**config.mk**
```make
export PLATFORM = sky130hd
export DESIGN_NAME = naive_substring_search
export DESIGN_NICKNAME = d
export VERILOG_FILES = /design/src/sv/nss_pkg.sv /design/src/sv/nss_buf.sv /design/src/sv/nss_seq.sv /design/src/sv/naive_substring_search.sv
export SDC_FILE = /design/constraint.sdc
export NUM_CORES = 2
export LEC_CHECK = 0
export CAP_MARGIN = 20
export CORE_MARGIN = 1.5
export CORE_UTILIZATION = 40
export DETAILED_ROUTE_END_ITERATION = 12
export DONT_BUFFER_PORTS = 1
export SKIP_CTS_REPAIR_TIMING = 1
export SLEW_MARGIN = 20
export SYNTH_ARGS = -nofsm -noshare
export SYNTH_HDL_FRONTEND = slang
export SYNTH_SLANG_ARGS = --single-unit
```
**constraint.sdc**
```tcl
create_clock -name i_clk -period 5.88 [get_ports i_clk]
set_clock_uncertainty 0.05 [all_clocks]
set_input_delay 0.882 -clock i_clk [delete_from_list [all_inputs] [get_ports i_clk]]
set_output_delay 0.882 -clock i_clk [all_outputs]
set_load 0.02 [all_outputs]
```
**src/sv/nss_pkg.sv**
```systemverilog
// ----------------------------------------------------------------------------
// nss_pkg
// shared types, constants and helpers for the substring search block
// ----------------------------------------------------------------------------
package nss_pkg;

    // buffer depth of both text and pattern store
    localparam int MAX_LEN = 128;
    // length counters hold 0..MAX_LEN
    localparam int LEN_W   = $clog2(MAX_LEN + 1);
    // buffer address
    localparam int ADDR_W  = (MAX_LEN > 1) ? $clog2(MAX_LEN) : 1;
    localparam int CHAR_W  = 8;
    localparam int POS_W   = 8;

    typedef enum logic [1:0] {
        OP_TEXT   = 2'd0,
        OP_PAT    = 2'd1,
        OP_CLEAR  = 2'd2,
        OP_SEARCH = 2'd3
    } t_opcode;

    typedef enum logic [1:0] {
        S_IDLE,
        S_READ,
        S_CMP,
        S_DONE
    } t_seq_state;

    typedef struct packed {
        t_opcode             opcode;
        logic [CHAR_W-1:0]   char_value;
    } t_in_item;

    typedef struct packed {
        logic [POS_W-1:0]    match_position;
        logic                found;
        logic                overflow;
    } t_out_item;

    // status from the search sequencer to the top level
    typedef struct packed {
        logic                busy;
        logic                res_valid;
        logic                found;
        logic [POS_W-1:0]    pos;
    } t_seq_stat;

    // low bits of a position, zero extended when the length is narrow
    function automatic logic [POS_W-1:0] to_pos(input logic [LEN_W-1:0] v);
        logic [31:0] wide;
        wide = 32'(v);
        return wide[POS_W-1:0];
    endfunction

endpackage

```
**src/sv/nss_buf.sv**
```systemverilog
// ----------------------------------------------------------------------------
// nss_buf
// byte buffer, one write port and one registered read port
// ----------------------------------------------------------------------------
module nss_buf
    import nss_pkg::*;
(
    input  logic              i_clk,
    input  logic              i_wr_en,
    input  logic [ADDR_W-1:0] i_wr_addr,
    input  logic [CHAR_W-1:0] i_wr_data,
    input  logic [ADDR_W-1:0] i_rd_addr,
    output logic [CHAR_W-1:0] o_rd_data
);

    logic [CHAR_W-1:0] r_mem [MAX_LEN];
    logic [CHAR_W-1:0] r_rd_data;

    always_ff @(posedge i_clk) begin
        if (i_wr_en) begin
            r_mem[i_wr_addr] <= i_wr_data;
        end
    end

    always_ff @(posedge i_clk) begin
        r_rd_data <= r_mem[i_rd_addr];
    end

    assign o_rd_data = r_rd_data;

endmodule

```
**src/sv/nss_seq.sv**
```systemverilog
// ----------------------------------------------------------------------------
// nss_seq
// search sequencer: walks start and offset, reads a byte pair then compares it, in separate cycles
// ----------------------------------------------------------------------------
module nss_seq
    import nss_pkg::*;
(
    input  logic              i_clk,
    input  logic              i_rst_n,
    input  logic              i_start,
    input  logic [LEN_W-1:0]  i_text_len,
    input  logic [LEN_W-1:0]  i_pat_len,
    input  logic [CHAR_W-1:0] i_text_byte,
    input  logic [CHAR_W-1:0] i_pat_byte,
    input  logic              i_out_free,
    output logic [ADDR_W-1:0] o_text_addr,
    output logic [ADDR_W-1:0] o_pat_addr,
    output t_seq_stat         o_stat
);

    t_seq_state       r_state, n_state;
    logic [LEN_W-1:0] r_s, n_s;
    logic [LEN_W-1:0] r_k, n_k;
    logic [POS_W-1:0] r_pos, n_pos;
    logic             r_found, n_found;

    logic [LEN_W:0]   s_plus_k;
    logic [LEN_W:0]   s_plus_p;
    logic [LEN_W:0]   k_inc;
    logic             byte_eq;

    always_ff @(posedge i_clk) begin
        if (!i_rst_n) begin
            r_state <= S_IDLE;
        end else begin
            r_state <= n_state;
        end
    end

    always_ff @(posedge i_clk) begin
        r_s     <= n_s;
        r_k     <= n_k;
        r_pos   <= n_pos;
        r_found <= n_found;
    end

    always_comb begin
        s_plus_k = {1'b0, r_s} + {1'b0, r_k};
        s_plus_p = {1'b0, r_s} + {1'b0, i_pat_len};
        k_inc    = {1'b0, r_k} + (LEN_W+1)'(1);
        // the shared compare unit
        byte_eq  = (i_text_byte == i_pat_byte);

        o_text_addr = s_plus_k[ADDR_W-1:0];
        o_pat_addr  = r_k[ADDR_W-1:0];

        n_state = r_state;
        n_s     = r_s;
        n_k     = r_k;
        n_pos   = r_pos;
        n_found = r_found;

        case (r_state)
            S_IDLE: begin
                if (i_start) begin
                    if (i_pat_len == '0) begin
                        n_pos   = to_pos(LEN_W'(1));
                        n_found = 1'b1;
                        n_state = S_DONE;
                    end else if (i_pat_len > i_text_len) begin
                        n_pos   = '0;
                        n_found = 1'b0;
                        n_state = S_DONE;
                    end else begin
                        n_s     = '0;
                        n_k     = '0;
                        n_state = S_READ;
                    end
                end
            end
            S_READ: begin
                n_state = S_CMP;
            end
            S_CMP: begin
                if (byte_eq) begin
                    if (k_inc == {1'b0, i_pat_len}) begin
                        n_pos   = to_pos(r_s + LEN_W'(1));
                        n_found = 1'b1;
                        n_state = S_DONE;
                    end else begin
                        n_k     = k_inc[LEN_W-1:0];
                        n_state = S_READ;
                    end
                end else if (s_plus_p == {1'b0, i_text_len}) begin
                    n_pos   = '0;
                    n_found = 1'b0;
                    n_state = S_DONE;
                end else begin
                    n_s     = r_s + LEN_W'(1);
                    n_k     = '0;
                    n_state = S_READ;
                end
            end
            S_DONE: begin
                if (i_out_free) begin
                    n_state = S_IDLE;
                end
            end
            default: begin
                n_state = S_IDLE;
            end
        endcase

        o_stat.busy      = (r_state != S_IDLE);
        o_stat.res_valid = (r_state == S_DONE);
        o_stat.found     = r_found;
        o_stat.pos       = r_pos;
    end

`ifndef SYNTHESIS
    // a new search only arrives while the sequencer is idle
    a_start_idle: assert property (@(posedge i_clk) disable iff (!i_rst_n)
        i_start |-> (r_state == S_IDLE))
        else $error("search started while sequencer busy");

    // compares never reach past the loaded text
    a_in_text: assert property (@(posedge i_clk) disable iff (!i_rst_n)
        (r_state == S_CMP) |-> (s_plus_k < {1'b0, i_text_len}))
        else $error("text read beyond its length");

    // offset stays inside the pattern
    a_in_pat: assert property (@(posedge i_clk) disable iff (!i_rst_n)
        (r_state == S_CMP) |-> (r_k < i_pat_len))
        else $error("pattern read beyond its length");

    // a result is held until the output register takes it
    a_done_hold: assert property (@(posedge i_clk) disable iff (!i_rst_n)
        (r_state == S_DONE && !i_out_free) |=> (r_state == S_DONE && $stable(r_pos)))
        else $error("search result lost before hand-off");
`endif

endmodule

```
**src/sv/naive_substring_search.sv**
```systemverilog
// ----------------------------------------------------------------------------
// naive_substring_search
// loads text and pattern bytes, runs a brute-force first-match search
// ----------------------------------------------------------------------------
// append and clear transactions: taken one per cycle while no search runs or waits, no result
// search: each byte compare in the sequencer is a registered buffer read,
//   then a compare; an empty or too long pattern goes straight to the result;
//   input stalls while the search runs and while its result waits
// result goes to an output register; a search ahead of a stalled result waits
// reset (synchronous, active low) clears lengths, overflow flag and sequencer;
//   buffer contents are not cleared
// ----------------------------------------------------------------------------
module naive_substring_search
    import nss_pkg::*;
(
    input  logic      i_clk,
    input  logic      i_rst_n,
    // input channel
    input  logic      i_in_valid,
    output logic      o_in_stall,
    input  t_in_item  i_in_data,
    // result channel
    output logic      o_out_valid,
    input  logic      i_out_stall,
    output t_out_item o_out_data
);

    // length counters and overflow flag
    logic [LEN_W-1:0]  r_tlen, n_tlen;
    logic [LEN_W-1:0]  r_plen, n_plen;
    logic              r_dropped, n_dropped;

    // output register
    logic              r_out_valid, n_out_valid;
    t_out_item         r_out_data, n_out_data;

    logic              in_acc;
    logic              out_free;
    logic              t_wr;
    logic              p_wr;
    logic              seq_start;

    logic [ADDR_W-1:0] text_rd_addr;
    logic [ADDR_W-1:0] pat_rd_addr;
    logic [CHAR_W-1:0] text_byte;
    logic [CHAR_W-1:0] pat_byte;
    t_seq_stat         seq_stat;

    // text store
    nss_buf u_text_buf (
        .i_clk     (i_clk),
        .i_wr_en   (t_wr),
        .i_wr_addr (r_tlen[ADDR_W-1:0]),
        .i_wr_data (i_in_data.char_value),
        .i_rd_addr (text_rd_addr),
        .o_rd_data (text_byte)
    );

    // pattern store
    nss_buf u_pat_buf (
        .i_clk     (i_clk),
        .i_wr_en   (p_wr),
        .i_wr_addr (r_plen[ADDR_W-1:0]),
        .i_wr_data (i_in_data.char_value),
        .i_rd_addr (pat_rd_addr),
        .o_rd_data (pat_byte)
    );

    // compare sequencer
    nss_seq u_seq (
        .i_clk       (i_clk),
        .i_rst_n     (i_rst_n),
        .i_start     (seq_start),
        .i_text_len  (r_tlen),
        .i_pat_len   (r_plen),
        .i_text_byte (text_byte),
        .i_pat_byte  (pat_byte),
        .i_out_free  (out_free),
        .o_text_addr (text_rd_addr),
        .o_pat_addr  (pat_rd_addr),
        .o_stat      (seq_stat)
    );

    always_ff @(posedge i_clk) begin
        if (!i_rst_n) begin
            r_tlen      <= '0;
            r_plen      <= '0;
            r_dropped   <= 1'b0;
            r_out_valid <= 1'b0;
        end else begin
            r_tlen      <= n_tlen;
            r_plen      <= n_plen;
            r_dropped   <= n_dropped;
            r_out_valid <= n_out_valid;
        end
    end

    always_ff @(posedge i_clk) begin
        r_out_data <= n_out_data;
    end

    always_comb begin
        // input held off while a search is running or its result waits
        o_in_stall = seq_stat.busy;
        in_acc     = i_in_valid && !o_in_stall;
        // output register free when empty or drained this cycle
        out_free   = !r_out_valid || !i_out_stall;

        n_tlen      = r_tlen;
        n_plen      = r_plen;
        n_dropped   = r_dropped;
        t_wr        = 1'b0;
        p_wr        = 1'b0;
        seq_start   = 1'b0;

        if (in_acc) begin
            case (i_in_data.opcode)
                OP_TEXT: begin
                    // full buffer drops the byte and flags it
                    if (r_tlen != LEN_W'(MAX_LEN)) begin
                        t_wr   = 1'b1;
                        n_tlen = r_tlen + LEN_W'(1);
                    end else begin
                        n_dropped = 1'b1;
                    end
                end
                OP_PAT: begin
                    if (r_plen != LEN_W'(MAX_LEN)) begin
                        p_wr   = 1'b1;
                        n_plen = r_plen + LEN_W'(1);
                    end else begin
                        n_dropped = 1'b1;
                    end
                end
                OP_CLEAR: begin
                    n_tlen    = '0;
                    n_plen    = '0;
                    n_dropped = 1'b0;
                end
                OP_SEARCH: begin
                    seq_start = 1'b1;
                end
                default: begin
                end
            endcase
        end

        // load a finished search into the output register
        n_out_valid = r_out_valid && i_out_stall;
        n_out_data  = r_out_data;
        if (seq_stat.res_valid && out_free) begin
            n_out_valid                = 1'b1;
            n_out_data.match_position  = seq_stat.pos;
            n_out_data.found           = seq_stat.found;
            n_out_data.overflow        = r_dropped;
        end

        o_out_valid = r_out_valid;
        o_out_data  = r_out_data;
    end

`ifndef SYNTHESIS
    // lengths never pass the buffer depth
    a_len_bound: assert property (@(posedge i_clk) disable iff (!i_rst_n)
        (r_tlen <= LEN_W'(MAX_LEN)) && (r_plen <= LEN_W'(MAX_LEN)))
        else $error("buffer length beyond depth");

    // buffers and lengths stay put during a search
    a_len_hold: assert property (@(posedge i_clk) disable iff (!i_rst_n)
        seq_stat.busy |=> ($stable(r_tlen) && $stable(r_plen) && $stable(r_dropped)))
        else $error("buffer state changed during search");

    // a reported match position is never zero for lengths that fit the field
    a_found_pos: assert property (@(posedge i_clk) disable iff (!i_rst_n)
        (seq_stat.res_valid && seq_stat.found && (MAX_LEN < 256)) |-> (seq_stat.pos != '0))
        else $error("match found with position zero");
`endif

endmodule

```
==> flow_metrics.tcl <==
set metrics [dict create \
    status "finished clean" \
    clock_latency_ns 0.84 \
    p_leak_uw 0.02790 \
    cp.required_ns 6.56 \
    critPathMaxStageDelay_ns 0.84 \
    drc 0 \
    dpl.hpwl_mm 105.2 \
    drtIter0Drc 4094 \
    fmax_mhz 228.5 \
    finalHoldViolations 0 \
    p_sw_frac 0.2319 \
    nets 3790 \
    drive_above_1_share 0.2594 \
    ios 26 \
    numPortBuffers 0 \
    cap_viol_max_count 0 \
    ys_dominant_reg_cell "edfxtp_1" \
    setup_violations 0 \
    grt_max_degree 257 \
    initial_core_util 0.4035 \
    synth-async-reset-ratio 0 \
    maxSlewHeadroom 0.2353 \
    area_growth_pct 11.62 \
    syn-instance-count 3663 \
    whs_path_depth 0 \
    yosysSeqAreaShare 0.7648 \
    crit_type "reg -> reg" \
    drt_first_pass_iters 7 \
    synth.ff_latch_count 2119 \
    synth_cell_types 56 \
    drv_slew 0 \
    avgSynthCellArea_um2 22.58 \
    ys_warn_count 0 \
    cts-root-buf "clkbuf_16" \
    grt_pass1_wl_mm 272.4 \
    antenna_found_initial 1 \
    synthesis.nets 3707 \
    p_int_uw 25320 \
    drt_wl_total_mm 187.0 \
    worstPathCellList "buf_12, buf_4, mux4_2, mux4_2, mux4_2, mux2_2" \
    viasPerCell 5.631 \
    cts_buffers 207 \
    h-tree-depth 4 \
    fp.dieArea_mm2 0.2096 \
    clk_pin_slew_ns 0.06 \
    power_uw 32970 \
    period_share 0.7442 \
    num_rows 166 \
    syn_area_mm2 0.08273 \
    core-area_mm2 0.2050 \
    grtUsageTotal 0.1784 \
    vias 37210 \
    synth_edf_count 2083 \
    timing.critical_path.fanout_max 110 \
    clock_sinks 2119 \
    overflow 0 \
    power_density_mw_per_mm2 357.1 \
    fin_cells 6609 \
    power_frac_comb 0.108 \
    max_slew.worst_pin.slew_ns 1.143 \
    reg2reg_slack_ns 1.50 \
    tns_ns 0 \
    r2r_cells 6 \
    worstHoldPathType "in -> reg" \
    pwr-share-clk 0.382 \
    rsz0062_at_grt "false" \
    slowest_stage "buf_4" \
    seq_power_share 0.510 \
    dp_cells 6224 \
    critPathLaunchType "flop" \
    hold_ws_ns 0.1208 \
    fin_crit_ns 4.376 \
    drt-wirelength-per-cell_um 28.29 \
    antenna_left 0 \
    die_h_um 457.8 \
    clock_path_buffers 3 \
    ir_drop_mv 0.3180 \
    die-width_um 457.8 \
    antennaDiodeCount 0 \
    cts_tree "built" \
    place_congestion 0.7682 \
    grt_pass1_vias 37910 \
    critPathCaptureType "flop" \
    cp_data_arrival_time_ns 5.06 \
    p_sw_uw 7647 \
    crit_path_frequent_cell "mux4_2" \
]
[path summary, 6_finish.rpt]
path | startpoint | end
setup / recovery | u_seq.r_k[0] | u_pat_buf.o_rd_data[4]
hold / removal | i_in_data[6] | u_pat_buf.r_mem[19][6]
hold reg to reg | u_seq.r_pos[4] | o_out_data[6]
setup reg to reg | u_seq.r_k[0] | u_pat_buf.o_rd_data[4]
[worst max-delay path: cells and delay by family, from the launching register on]
kind / cells / cell delay (ns)
flops: 1 / 0.55
mux: 4 / 1.94
buf+inv: 2 / 1.44
[cell usage after synthesis, types with 9 or more instances]
cell type	count	area, um2
edfxtp_1	2083	62550
mux4_2	656	14770
nor2_1	324	1216
clkbuf_1	97	364.1
buf_2	64	320.3
nand2_1	57	214.0
dfxtp_1	36	720.7
xnor2_1	30	262.8
ha_1	28	350.3
xor2_1	26	227.7
nand3_1	25	125.1
a21oi_1	16	80.08
inv_1	15	56.30
buf_1	14	52.55
nor3_1	14	70.07
and2_1	11	68.82
nand2b_1	11	68.82
nor2b_1	11	68.82
o22ai_1	10	62.56
mux2i_1	9	90.09
[power by group through the flow]
stage / clock network [uW] / registers [uW] / logic [uW]
after floorplan: 0 / 17000 / 2530
after global placement: 0 / 17100 / 3620
after detailed placement: 0 / 17100 / 3630
after CTS: 12800 / 16800 / 3640
after global routing: 13400 / 16800 / 3770
final: 12600 / 16800 / 3570
[through the flow]
| step | worst slack, ns | area, um2 | utilization |
|---|---|---|---|
| global route | 1.226 | 92340 | 0.4504 |
| floorplan | 2.582 | 82730 | - |
| CTS | 1.353 | 92320 | 0.4503 |
| detailed placement | 1.394 | 85940 | 0.4192 |
| global placement | 1.446 | 85920 | 0.4191 |
| finish | 1.504 | 92340 | 0.4504 |
[per-layer routing]
metal / share of wire / vias to the layer above / track usage
met5: 0 / - / 0
met4: 0.021 / 0 / 0.04503
met3: 0.060 / 260 / 0.03102
met2: 0.49 / 1149 / 0.2896
met1: 0.42 / 20190 / 0.2511
li1: - / 15620 / -
[cell type report]
cell class / instances / area (um2)
multi-input cells: 1341 / 18670
clock buffers: 263 / 5411
repair buffers: 59 / 584.3
fillers: 16850 / 112700
inverters: 18 / 67.56
clock inverters: 121 / 965.9
flip-flops and latches: 2119 / 63270
well taps: 2688 / 3363
[cells in the final DEF (no fill, tap or decap), types with 6 or more instances in the layout]
| cell type | netlist | layout |
|---|---|---|
| nand2b_1 | 11 | 11 |
| a21o_1 | 6 | 6 |
| ha_1 | 28 | 27 |
| buf_12 | 0 | 11 |
| clkinv_2 | 0 | 34 |
| clkbuf_1 | 97 | 55 |
| a21oi_1 | 16 | 15 |
| o21ai_0 | 8 | 8 |
| nor2b_1 | 11 | 11 |
| clkinvlp_4 | 0 | 6 |
| xor2_1 | 26 | 26 |
| a2111oi_0 | 8 | 8 |
| clkinv_1 | 0 | 57 |
| mux2_2 | 8 | 8 |
| dfxtp_1 | 36 | 36 |
| xnor2_1 | 30 | 30 |
| nand3_1 | 25 | 25 |
| edfxtp_1 | 2083 | 2083 |
| nor2_1 | 324 | 320 |
| buf_4 | 7 | 47 |
| mux4_2 | 656 | 656 |
| and2_1 | 11 | 11 |
| and3_1 | 7 | 7 |
| a31oi_1 | 6 | 6 |
| or3_1 | 8 | 8 |
| mux2i_1 | 9 | 9 |
| nor3_1 | 14 | 13 |
| inv_1 | 15 | 15 |
| bufinv_16 | 0 | 9 |
| nand4_1 | 6 | 6 |
| o21a_1 | 8 | 8 |
| o221ai_1 | 8 | 8 |
| nand2_1 | 57 | 55 |
| clkbuf_16 | 0 | 208 |
| o22ai_1 | 10 | 10 |
[cells by family (layout without fill, tap and decap cells)]
logic type / Yosys count / count (layout) / synth area share
mux: 673 / 673 / 0.1808
flops: 2119 / 2119 / 0.7648
xor+xnor: 58 / 58 / 0.006322
buf+inv: 203 / 461 / 0.01069
simple gates: 488 / 488 / 0.02494
compound gates: 92 / 92 / 0.007729
fa+ha+maj: 30 / 30 / 0.004719
No activity file was read; power rests on OpenSTA's default activity.
